## src/sv/idr_pkg.sv

```systemverilog
// Package for the 64-bit integer divider: widths, status codes, control structs.
package idr_pkg;

    // Datapath width; ports stay 64 bits and carry zeros above it
    localparam int DATA_WIDTH = 64;
    localparam int PORT_W     = 64;
    localparam int CNT_W      = $clog2(DATA_WIDTH);

    typedef enum logic [1:0] {
        STATUS_OK       = 2'd0,
        STATUS_DIV_ZERO = 2'd1,
        STATUS_OVERFLOW = 2'd2
    } status_t;

    // Sequencer to divide unit
    typedef struct packed {
        logic start;
    } div_ctrl_t;

    // Divide unit back to sequencer
    typedef struct packed {
        logic busy;
        logic done;
    } div_stat_t;

    // Two's complement negate when neg is set
    function automatic logic [DATA_WIDTH-1:0] cond_negate(
        input logic [DATA_WIDTH-1:0] v,
        input logic                  neg
    );
        logic [DATA_WIDTH-1:0] res;
        res = neg ? (~v + DATA_WIDTH'(1)) : v;
        return res;
    endfunction

endpackage

```

## src/sv/idr_div_unit.sv

```systemverilog
// Radix-2 restoring divide unit: one quotient bit per cycle over unsigned magnitudes.
module idr_div_unit (
    input  logic                            aclk,
    input  logic                            aresetn,
    input  idr_pkg::div_ctrl_t              ctrl,
    input  logic [idr_pkg::DATA_WIDTH-1:0]  numer,
    input  logic [idr_pkg::DATA_WIDTH-1:0]  denom,
    output idr_pkg::div_stat_t              stat,
    output logic [idr_pkg::DATA_WIDTH-1:0]  quo,
    output logic [idr_pkg::DATA_WIDTH-1:0]  rem
);
    import idr_pkg::*;

    logic [DATA_WIDTH-1:0] rem_reg, rem_next;
    logic [DATA_WIDTH-1:0] quo_reg, quo_next;   // dividend bits shift out, quotient bits in
    logic [DATA_WIDTH-1:0] den_reg;
    logic [CNT_W-1:0]      cnt_reg;
    logic                  busy_reg;
    logic                  done_reg;

    logic [DATA_WIDTH:0]   shifted;
    logic [DATA_WIDTH:0]   diff;
    logic                  ge;

    // One shift-and-subtract step
    always_comb begin
        shifted  = {rem_reg, quo_reg[DATA_WIDTH-1]};
        diff     = shifted - {1'b0, den_reg};
        ge       = ~diff[DATA_WIDTH];
        rem_next = ge ? diff[DATA_WIDTH-1:0] : shifted[DATA_WIDTH-1:0];
        quo_next = {quo_reg[DATA_WIDTH-2:0], ge};
    end

    // Control: step counter, busy and done pulse
    always_ff @(posedge aclk) begin
        if (!aresetn) begin
            busy_reg <= 1'b0;
            done_reg <= 1'b0;
            cnt_reg  <= '0;
        end else begin
            done_reg <= 1'b0;
            if (ctrl.start) begin
                busy_reg <= 1'b1;
                cnt_reg  <= CNT_W'(DATA_WIDTH - 1);
            end else if (busy_reg) begin
                cnt_reg <= cnt_reg - CNT_W'(1);
                if (cnt_reg == '0) begin
                    busy_reg <= 1'b0;
                    done_reg <= 1'b1;
                end
            end
        end
    end

    // Datapath registers
    always_ff @(posedge aclk) begin
        if (ctrl.start) begin
            rem_reg <= '0;
            quo_reg <= numer;
            den_reg <= denom;
        end else if (busy_reg) begin
            rem_reg <= rem_next;
            quo_reg <= quo_next;
        end
    end

    assign stat.busy = busy_reg;
    assign stat.done = done_reg;
    assign quo       = quo_reg;
    assign rem       = rem_reg;

endmodule

```

## src/sv/int64_divide_remainder.sv

```systemverilog
// Top level of the 64-bit signed/unsigned integer divider with its sequencer.
//
//  channel | ports                                   | direction
//  --------+-----------------------------------------+----------
//  request | s_valid s_ready s_kind s_dividend s_divisor | in
//  result  | m_valid m_ready m_quotient m_remainder m_status | out
//
// From accept to result valid a request goes through these steps: operand magnitudes are
// formed at accept, the divide unit is loaded, 64 restoring steps run (one
// quotient bit each), the sequencer sees the done flag, and the sign fixup is
// applied into the result register. A zero divisor goes straight to the result.
// Reset is synchronous on aresetn and clears the sequencer and valid flags.
// The block takes no new request until the result has been taken; a stalled
// m_ready holds the result in the output register.
module int64_divide_remainder (
    input  logic                        aclk,
    input  logic                        aresetn,
    input  logic                        s_valid,
    output logic                        s_ready,
    input  logic                        s_kind,
    input  logic [idr_pkg::PORT_W-1:0]  s_dividend,
    input  logic [idr_pkg::PORT_W-1:0]  s_divisor,
    output logic                        m_valid,
    input  logic                        m_ready,
    output logic [idr_pkg::PORT_W-1:0]  m_quotient,
    output logic [idr_pkg::PORT_W-1:0]  m_remainder,
    output logic [1:0]                  m_status
);
    import idr_pkg::*;

    typedef enum logic [4:0] {
        ST_IDLE = 5'b00001,
        ST_PREP = 5'b00010,
        ST_DIV  = 5'b00100,
        ST_FIX  = 5'b01000,
        ST_OUT  = 5'b10000
    } state_t;

    localparam logic [DATA_WIDTH-1:0] SIGN_BIT = {1'b1, {(DATA_WIDTH-1){1'b0}}};

    state_t                state_reg, state_next;
    logic                  kind_reg;
    logic [DATA_WIDTH-1:0] a_reg, b_reg;
    logic [DATA_WIDTH-1:0] mag_a_reg, mag_b_reg;
    logic                  neg_a_reg, neg_b_reg;
    logic [DATA_WIDTH-1:0] q_reg, r_reg;
    status_t               status_reg;

    logic                  accept;
    logic                  out_take;
    logic [DATA_WIDTH-1:0] in_a, in_b;
    div_ctrl_t             div_ctrl;
    div_stat_t             div_stat;
    logic [DATA_WIDTH-1:0] div_q, div_r;

    assign accept   = s_valid && s_ready;
    assign out_take = m_valid && m_ready;
    assign in_a     = s_dividend[DATA_WIDTH-1:0];
    assign in_b     = s_divisor[DATA_WIDTH-1:0];
    assign div_ctrl.start = (state_reg == ST_PREP);

    idr_div_unit u_div (
        .aclk    (aclk),
        .aresetn (aresetn),
        .ctrl    (div_ctrl),
        .numer   (mag_a_reg),
        .denom   (mag_b_reg),
        .stat    (div_stat),
        .quo     (div_q),
        .rem     (div_r)
    );

    // Sequencer
    always_comb begin
        state_next = state_reg;
        unique case (state_reg)
            ST_IDLE: begin
                if (accept) state_next = (in_b == '0) ? ST_OUT : ST_PREP;
            end
            ST_PREP: state_next = ST_DIV;
            ST_DIV: begin
                if (div_stat.done) state_next = ST_FIX;
            end
            ST_FIX:  state_next = ST_OUT;
            ST_OUT: begin
                if (m_ready) state_next = ST_IDLE;
            end
            default: state_next = ST_IDLE;
        endcase
    end

    always_ff @(posedge aclk) begin
        if (!aresetn) begin
            state_reg <= ST_IDLE;
        end else begin
            state_reg <= state_next;
        end
    end

    // Operand capture, magnitudes, sign fixup and result registers
    always_ff @(posedge aclk) begin
        if (accept) begin
            kind_reg   <= s_kind;
            a_reg      <= in_a;
            b_reg      <= in_b;
            // magnitudes are ready before the divide unit loads them
            neg_a_reg  <= s_kind & in_a[DATA_WIDTH-1];
            neg_b_reg  <= s_kind & in_b[DATA_WIDTH-1];
            mag_a_reg  <= cond_negate(in_a, s_kind & in_a[DATA_WIDTH-1]);
            mag_b_reg  <= cond_negate(in_b, s_kind & in_b[DATA_WIDTH-1]);
            // zero divisor: all-ones quotient, dividend as remainder
            q_reg      <= '1;
            r_reg      <= in_a;
            status_reg <= STATUS_DIV_ZERO;
        end
        if (state_reg == ST_FIX) begin
            q_reg <= cond_negate(div_q, neg_a_reg ^ neg_b_reg);
            r_reg <= cond_negate(div_r, neg_a_reg);
            // most negative over minus one wraps; flag it
            if (kind_reg && a_reg == SIGN_BIT && b_reg == '1) begin
                status_reg <= STATUS_OVERFLOW;
            end else begin
                status_reg <= STATUS_OK;
            end
        end
    end

    assign s_ready     = (state_reg == ST_IDLE);
    assign m_valid     = (state_reg == ST_OUT);
    assign m_quotient  = PORT_W'(q_reg);
    assign m_remainder = PORT_W'(r_reg);
    assign m_status    = status_reg;

    // Checks
    a_no_overlap: assert property (@(posedge aclk) disable iff (!aresetn)
        !(s_ready && m_valid))
        else $error("request accepted while result pending");

    a_zero_div: assert property (@(posedge aclk) disable iff (!aresetn)
        (accept && in_b == '0) |=> (m_valid && m_status == STATUS_DIV_ZERO))
        else $error("zero divisor not reported next cycle");

    a_unit_idle: assert property (@(posedge aclk) disable iff (!aresetn)
        (state_reg == ST_IDLE || state_reg == ST_OUT) |-> !div_stat.busy)
        else $error("divide unit busy outside a division");

    a_done_in_div: assert property (@(posedge aclk) disable iff (!aresetn)
        div_stat.done |-> (state_reg == ST_DIV))
        else $error("divide unit done outside divide state");

    a_out_hold: assert property (@(posedge aclk) disable iff (!aresetn)
        (m_valid && !m_ready) |=> (m_valid && $stable(m_quotient) && $stable(m_remainder)))
        else $error("result changed while stalled");

endmodule
```

## config.mk

```make
export PLATFORM = sky130hd
export DESIGN_NAME = int64_divide_remainder
export DESIGN_NICKNAME = d
export VERILOG_FILES = /design/src/sv/idr_pkg.sv /design/src/sv/idr_div_unit.sv /design/src/sv/int64_divide_remainder.sv
export SDC_FILE = /design/constraint.sdc
export NUM_CORES = 1
export LEC_CHECK = 0
export ABC_AREA = 0
export BUFFER_PORTS_ARGS = -buffer_cell sky130_fd_sc_hd__clkbuf_2
export CAP_MARGIN = 15
export CORE_MARGIN = 1.5
export CORE_UTILIZATION = 55
export DETAILED_ROUTE_END_ITERATION = 8
export MAX_ROUTING_LAYER = met4
export PLACE_DENSITY = 0.79
export SYNTH_ARGS = -nofsm -noshare
export SYNTH_HDL_FRONTEND = slang
export SYNTH_SLANG_ARGS = --single-unit
```

## constraint.sdc

```tcl
create_clock -name aclk -period 11.8 [get_ports aclk]
set_input_delay 3.54 -clock aclk [delete_from_list [all_inputs] [get_ports aclk]]
set_output_delay 3.54 -clock aclk [all_outputs]
set_load 0.05 [all_outputs]
```

After elaboration in Yosys (flattened, before gate mapping) --
Index checks and enable logic that the tools add are counted.
Cells by class: add/subtract/negate cells 6, equal/unequal tests 10, muxes and demuxes 25, bitwise gates (word level) 10, reduce and logical (&&, ||, !) cells 9
Operator list (count):
- 2-to-1 mux 64 bit | 11
- adder 64 x 1 -> 64 bit (second input constant) | 4
- inverter 64 bit | 4
- == test 64 bit (second input constant) | 2
- subtractor 65 x 64 -> 65 bit | 1
- logical NOT 64 bit | 1
- case mux 5 bit (5 select lines) | 1
- 2-to-1 mux 5 bit | 4
- 2-to-1 mux 6 bit | 2
- logical NOT 6 bit | 1
- 2-to-1 mux 2 bit | 3
- inequality test 2 x 1 -> 1 bit (second input constant) | 3
- subtractor 6 x 1 -> 6 bit (second input constant) | 1
- == test 5 x 1 -> 1 bit (second input constant) | 1
- == test 5 x 2 -> 1 bit (second input constant) | 1
- == test 5 x 3 -> 1 bit (second input constant) | 1
- == test 5 x 4 -> 1 bit (second input constant) | 1
- == test 5 bit (second input constant) | 1
- 2-to-1 mux 1 bit | 4
- nonzero test 2 bit | 2
- logical AND 1 bit | 3
- inverter 1 bit | 3
- AND reduction 3 bit | 1
- OR reduction 3 bit | 1
- 2 further kinds | 3
Storage, ports and cells: flip-flop bits (word level) 594, bits of input ports 133, logic and storage cells 77

Logic depth before layout (Yosys ltp) --
depth in word-level cells 5, gate-level depth with buffers 15, mapped depth without buffers 14

Hierarchy --
A second synthesis with hierarchy kept.
Unflattened totals: cell total of the unflattened synthesis 2789, area, all modules 30852.1 um^2
By module, submodules not included:
- int64_divide_remainder | instances 1, cells an instance 1588, area each 19010.7 um^2
- idr_div_unit | instances 1, cells an instance 1201, area each 11841.4 um^2

Worst setup path after synthesis --
OpenSTA, ideal clock, no wires.
path type input-to-reg, start point input s_valid, end point register q_reg[0] (netlist: m_quotient[0]), enable pin, library setup time 0.434 ns, arrival 11.590 ns, path slack -0.224 ns, stages 2, path buffers 0, cells stage by stage and2_1 or2_2
On the way: longest elaborated chain between the ends 2
RTL lines:
- from (decl) | line int64_divide_remainder.sv:18 | input logic s_valid,
- logical AND 1 bit | line int64_divide_remainder.sv:56 | assign accept = s_valid && s_ready;
- nonzero test 2 bit (no line)
- to (signal assigned) | line int64_divide_remainder.sv:117 | q_reg <= cond_negate(div_q, neg_a_reg ^ neg_b_reg);
- to (decl) | line int64_divide_remainder.sv:46 | logic [DATA_WIDTH-1:0] q_reg, r_reg;
No other way between the ends. A chain may end at the register's enable or synchronous reset.

Worst setup path in the final report --
start point input s_divisor[10] in the netlist's numbering, end point register state_reg[4]
On the way: longest elaborated chain between the ends 4
RTL lines:
- from (decl) | line int64_divide_remainder.sv:22 | input logic [idr_pkg::PORT_W-1:0] s_divisor,
- logical NOT 64 bit | line int64_divide_remainder.sv:78 | if (accept) state_next = (in_b == '0) ? ST_OUT : ST_PREP;
- 2-to-1 mux 5 bit (2 in a row) | line int64_divide_remainder.sv:78
- case mux 5 bit (5 select lines) | line int64_divide_remainder.sv:76 | unique case (state_reg)
- to (signal assigned) | line int64_divide_remainder.sv:96 | state_reg <= state_next;
- to (decl) | line int64_divide_remainder.sv:41 | state_t state_reg, state_next;
No other way between the ends. The select of a mux whose other input is x is not followed.

==> summary.txt <==
Outcome
  • Status: finished clean

Hold path
  • Worst Hold Class: flop to flop
  • HP Start: mag_b_reg[53]

CTS
  • CTS Hold Bufs: 0
  • H-tree Lvls: 2
  • CTS root buf: clkbuf_16
  • Post-CTS Setup Bufs: 0
  • Worst skew pair latency: 0.65 ns
  • TritonCTS clock tree: yes
  • Post-cts sizing count: 0
  • CTS Sinks: about 590
  • TritonCTS Buffers: 61
  • Worst-path clk slew: roughly 0.06 ns
  • Longest Clk Path Bufs: 3

Logic synthesis
  • Share of the synthesized area in the top cell type: 51.1%
  • Syn nets: 3048
  • Seq/Total Area, Yosys: 56.2%
  • Synth top area cells: edfxtp_1, nand2_1, dfxtp_1
  • Top cell type by total area after synthesis: edfxtp_1
  • Ys flop type: edfxtp_1
  • Post-Syn Area: 30300 µm²
  • Synth Instances: 2844
  • Yosys warns: 0
  • Post-synthesis async set-or-reset flop share: 0%
  • Syn Area/Cell: 10.6 µm²
  • Seq cells post-synth: 592
  • Post-synth EDFFs: 515
  • Post-synthesis cell type count: 71

Global route
  • Initial antenna violation count: 3
  • First-pass GRT wire length: 119 mm
  • Largest net degree at the start of global routing: 98
  • Number of global-route vias before repair: around 21000
  • Total GRT Usage: around 28%
  • GR Layer Usage met3: roughly 3.7%
  • Gr ovfl total: 0
  • Most Used Layer, Global Route: met2
  • Met1 GRT Util: 38.9%
  • Global Route met2 Usage: a little over two fifths

Drt
  • Drt via density: 5.92
  • Post-route ant nets: 0
  • DRC Markers: 0
  • Final wirelength: roughly 77 mm
  • First-pass DRT Iterations: 5
  • Wire length per cell: 20.1 µm
  • Starting DRT DRC Count: 1876
  • Vias post-DR: 22627

Placed design
  • Port Buffers: ~260
  • Dpl cells: 3704
  • Routability cong.: 0.936
  • Hpwl dp: between 50 and 60 mm
  • Area after DPL: 32200 µm²

Die
  • Die W: 238 µm
  • Die H: 238 µm
  • Die area: 56500 µm²
  • Core box area: 54100 µm²
  • Initial Util: a little under three fifths
  • IO Count: about 270
  • Core Rows: 85

Setup path
  • WP data arrival: 7.87 ns
  • CP most frequent cell: or4_1
  • Cell family with most CP delay: simple AND/OR/NAND/NOR gates
  • CP cell instances: clkbuf_2 > or4_1 > nor4_2 > nor4b_1 > nand3b_1 > or3_1 > or4_1 > nor4_1 > nand3_1 > nor3b_1 > nand2_1 > a21boi_0
  • CP Class: primary input to flop
  • Crit start category: primary input
  • CP required: 12.33 ns
  • Slowest cell on crit path: nor4b_1
  • R2r startpoint: u_div.quo[63]
  • Slowest stage delay, CP: 0.66 ns
  • Crit end category: flop
  • Bufs and invs on worst path: 1
  • Crit-path max FO: 5
  • Setup crit start: s_divisor[10]

Timing
  • Post-layout min period: approximately 7.3 ns
  • Final Max Tran Viols: 0
  • RSZ-0062 raised after global routing: false
  • Final setup viols: 0
  • Final Cycle Share: 62.2%
  • Worst-margin pin slew: 1.11 ns
  • Relative slew slack: around 26%
  • Fmax: 0.136 GHz
  • Final setup TNS: 0 ns
  • Clock Skew: 0.0490 ns
  • Final hold viol count: 0

Final layout
  • Most frequent cells in the layout: edfxtp_1, nand2_1, clkbuf_2
  • Share of layout cells above drive strength 1: between 10% and 20%
  • Layout area overhead: 13.4%
  • Commonest non-fill, non-tap cell in the layout: edfxtp_1
  • Cell area after layout: 34300 µm²
  • Non-filler instance count after layout: about 3800
  • Final #Nets: approximately 3300
  • Reg area: between 15000 and 20000 µm²
  • Multi-input logic area: 12400 µm²
  • Fill cells: 4251

Power
  • Switching share of total power: between 30% and 40%
  • Net Sw Power: approximately 0.0028 W
  • Max VDD drop: around 0.16 mV
  • Static Leak: 12.9 nW
  • Internal power: 0.00485 W
  • Combinational fraction of design power: 34.1%
  • Sequential share of power: 39.5%
  • PwrDens: 222 nW/µm²
  • Clock share of power: 26.4%

Run
  • Max_cap viols: 0
-- area by class of cell --
cell class / instances / area share, %
sequential: 592 / 49.5
multi-input combinational: 2014 / 36.1
clock buffer: 69 / 4.59
timing repair buffer: 290 / 4.42
tap: 696 / 2.54
clock inverter: 43 / 1.55
inverter: 112 / 1.24
antenna: 3 / 0.0219
-- power groups by stage --
stage	Combinational [W]	Clock (W)	Sequential, W
global route	0.00285	0.00212	0.00304
CTS	0.00257	0.00203	0.00300
floorplan	0.00188	0	0.00300
global placement	0.00251	0	0.00302
detailed placement	0.00255	0	0.00304
finish	0.00260	0.00201	0.00301
-- path summary, 6_finish.rpt --
check / to / slack (ns) / depth (start not counted)
worst max-delay path: state_reg[4] / 4.46 / 12
worst min-delay path: u_div.den_reg[53] / 0.41 / 0
worst min register to register: u_div.den_reg[53] / 0.41 / 0
worst max register to register: u_div.rem[51] / 6.08 / 16
-- synthesized netlist by cell type (5+ instances only) --
| cell type | instances |
|---|---|
| a21boi_0 | 12 |
| o41ai_1 | 23 |
| and2_1 | 10 |
| edfxtp_1 | 515 |
| buf_1 | 7 |
| o31a_1 | 5 |
| xor2_1 | 150 |
| ha_1 | 70 |
| nand4_1 | 44 |
| nor3_1 | 67 |
| a21oi_1 | 200 |
| xnor2_1 | 144 |
| nand4b_1 | 6 |
| a211oi_1 | 11 |
| clkbuf_1 | 114 |
| nor4b_1 | 7 |
| or3_1 | 48 |
| nand3b_1 | 10 |
| o31ai_1 | 49 |
| o21ai_0 | 250 |
| mux2i_1 | 48 |
| dfxtp_1 | 77 |
| o21a_1 | 11 |
| or2_2 | 6 |
| and3_1 | 15 |
| a21o_1 | 33 |
| nor2b_1 | 11 |
| nand2_1 | 434 |
| or4_1 | 18 |
| o21bai_1 | 17 |
| nor3b_1 | 6 |
| nor2_1 | 119 |
| inv_1 | 110 |
| buf_2 | 5 |
| a31oi_1 | 24 |
| nand3_1 | 45 |
| nor4_1 | 40 |
| nand2b_1 | 29 |
-- routing by layer --
| layer | up-vias | share of wire (%) |
|---|---|---|
| li1 | 10864 | - |
| met1 | 10717 | 44 |
| met2 | 929 | 46 |
| met3 | 117 | 7.7 |
| met4 | 0 | 2.4 |
| met5 | - | 0 |
-- kinds of logic (layout without fill, tap and decap cells) --
group | Yosys count | count (layout) | synth area share, %
mux | 49 | 49 | 1.62
flops | 592 | 592 | 56.2
xor+xnor | 294 | 294 | 8.51
fa+ha+maj | 71 | 71 | 2.96
buf+inv | 238 | 514 | 2.97
compound gates | 671 | 671 | 13.1
simple gates | 929 | 929 | 14.6
other cells | 0 | 3 | 0
-- stage by stage --
step	power, W	utilization, %	hold WS, ns	setup slack, ns
detailed placement	0.00559	59.5	0.405	3.95
finish	0.00761	63.4	0.412	4.46
CTS	0.00760	63.4	0.415	4.53
floorplan	0.00488	-	0.400	2.76
global placement	0.00553	59.5	0.406	4.17
global route	0.00801	63.4	0.423	4.09
Note: power is estimated with default switching activity, not from simulation.
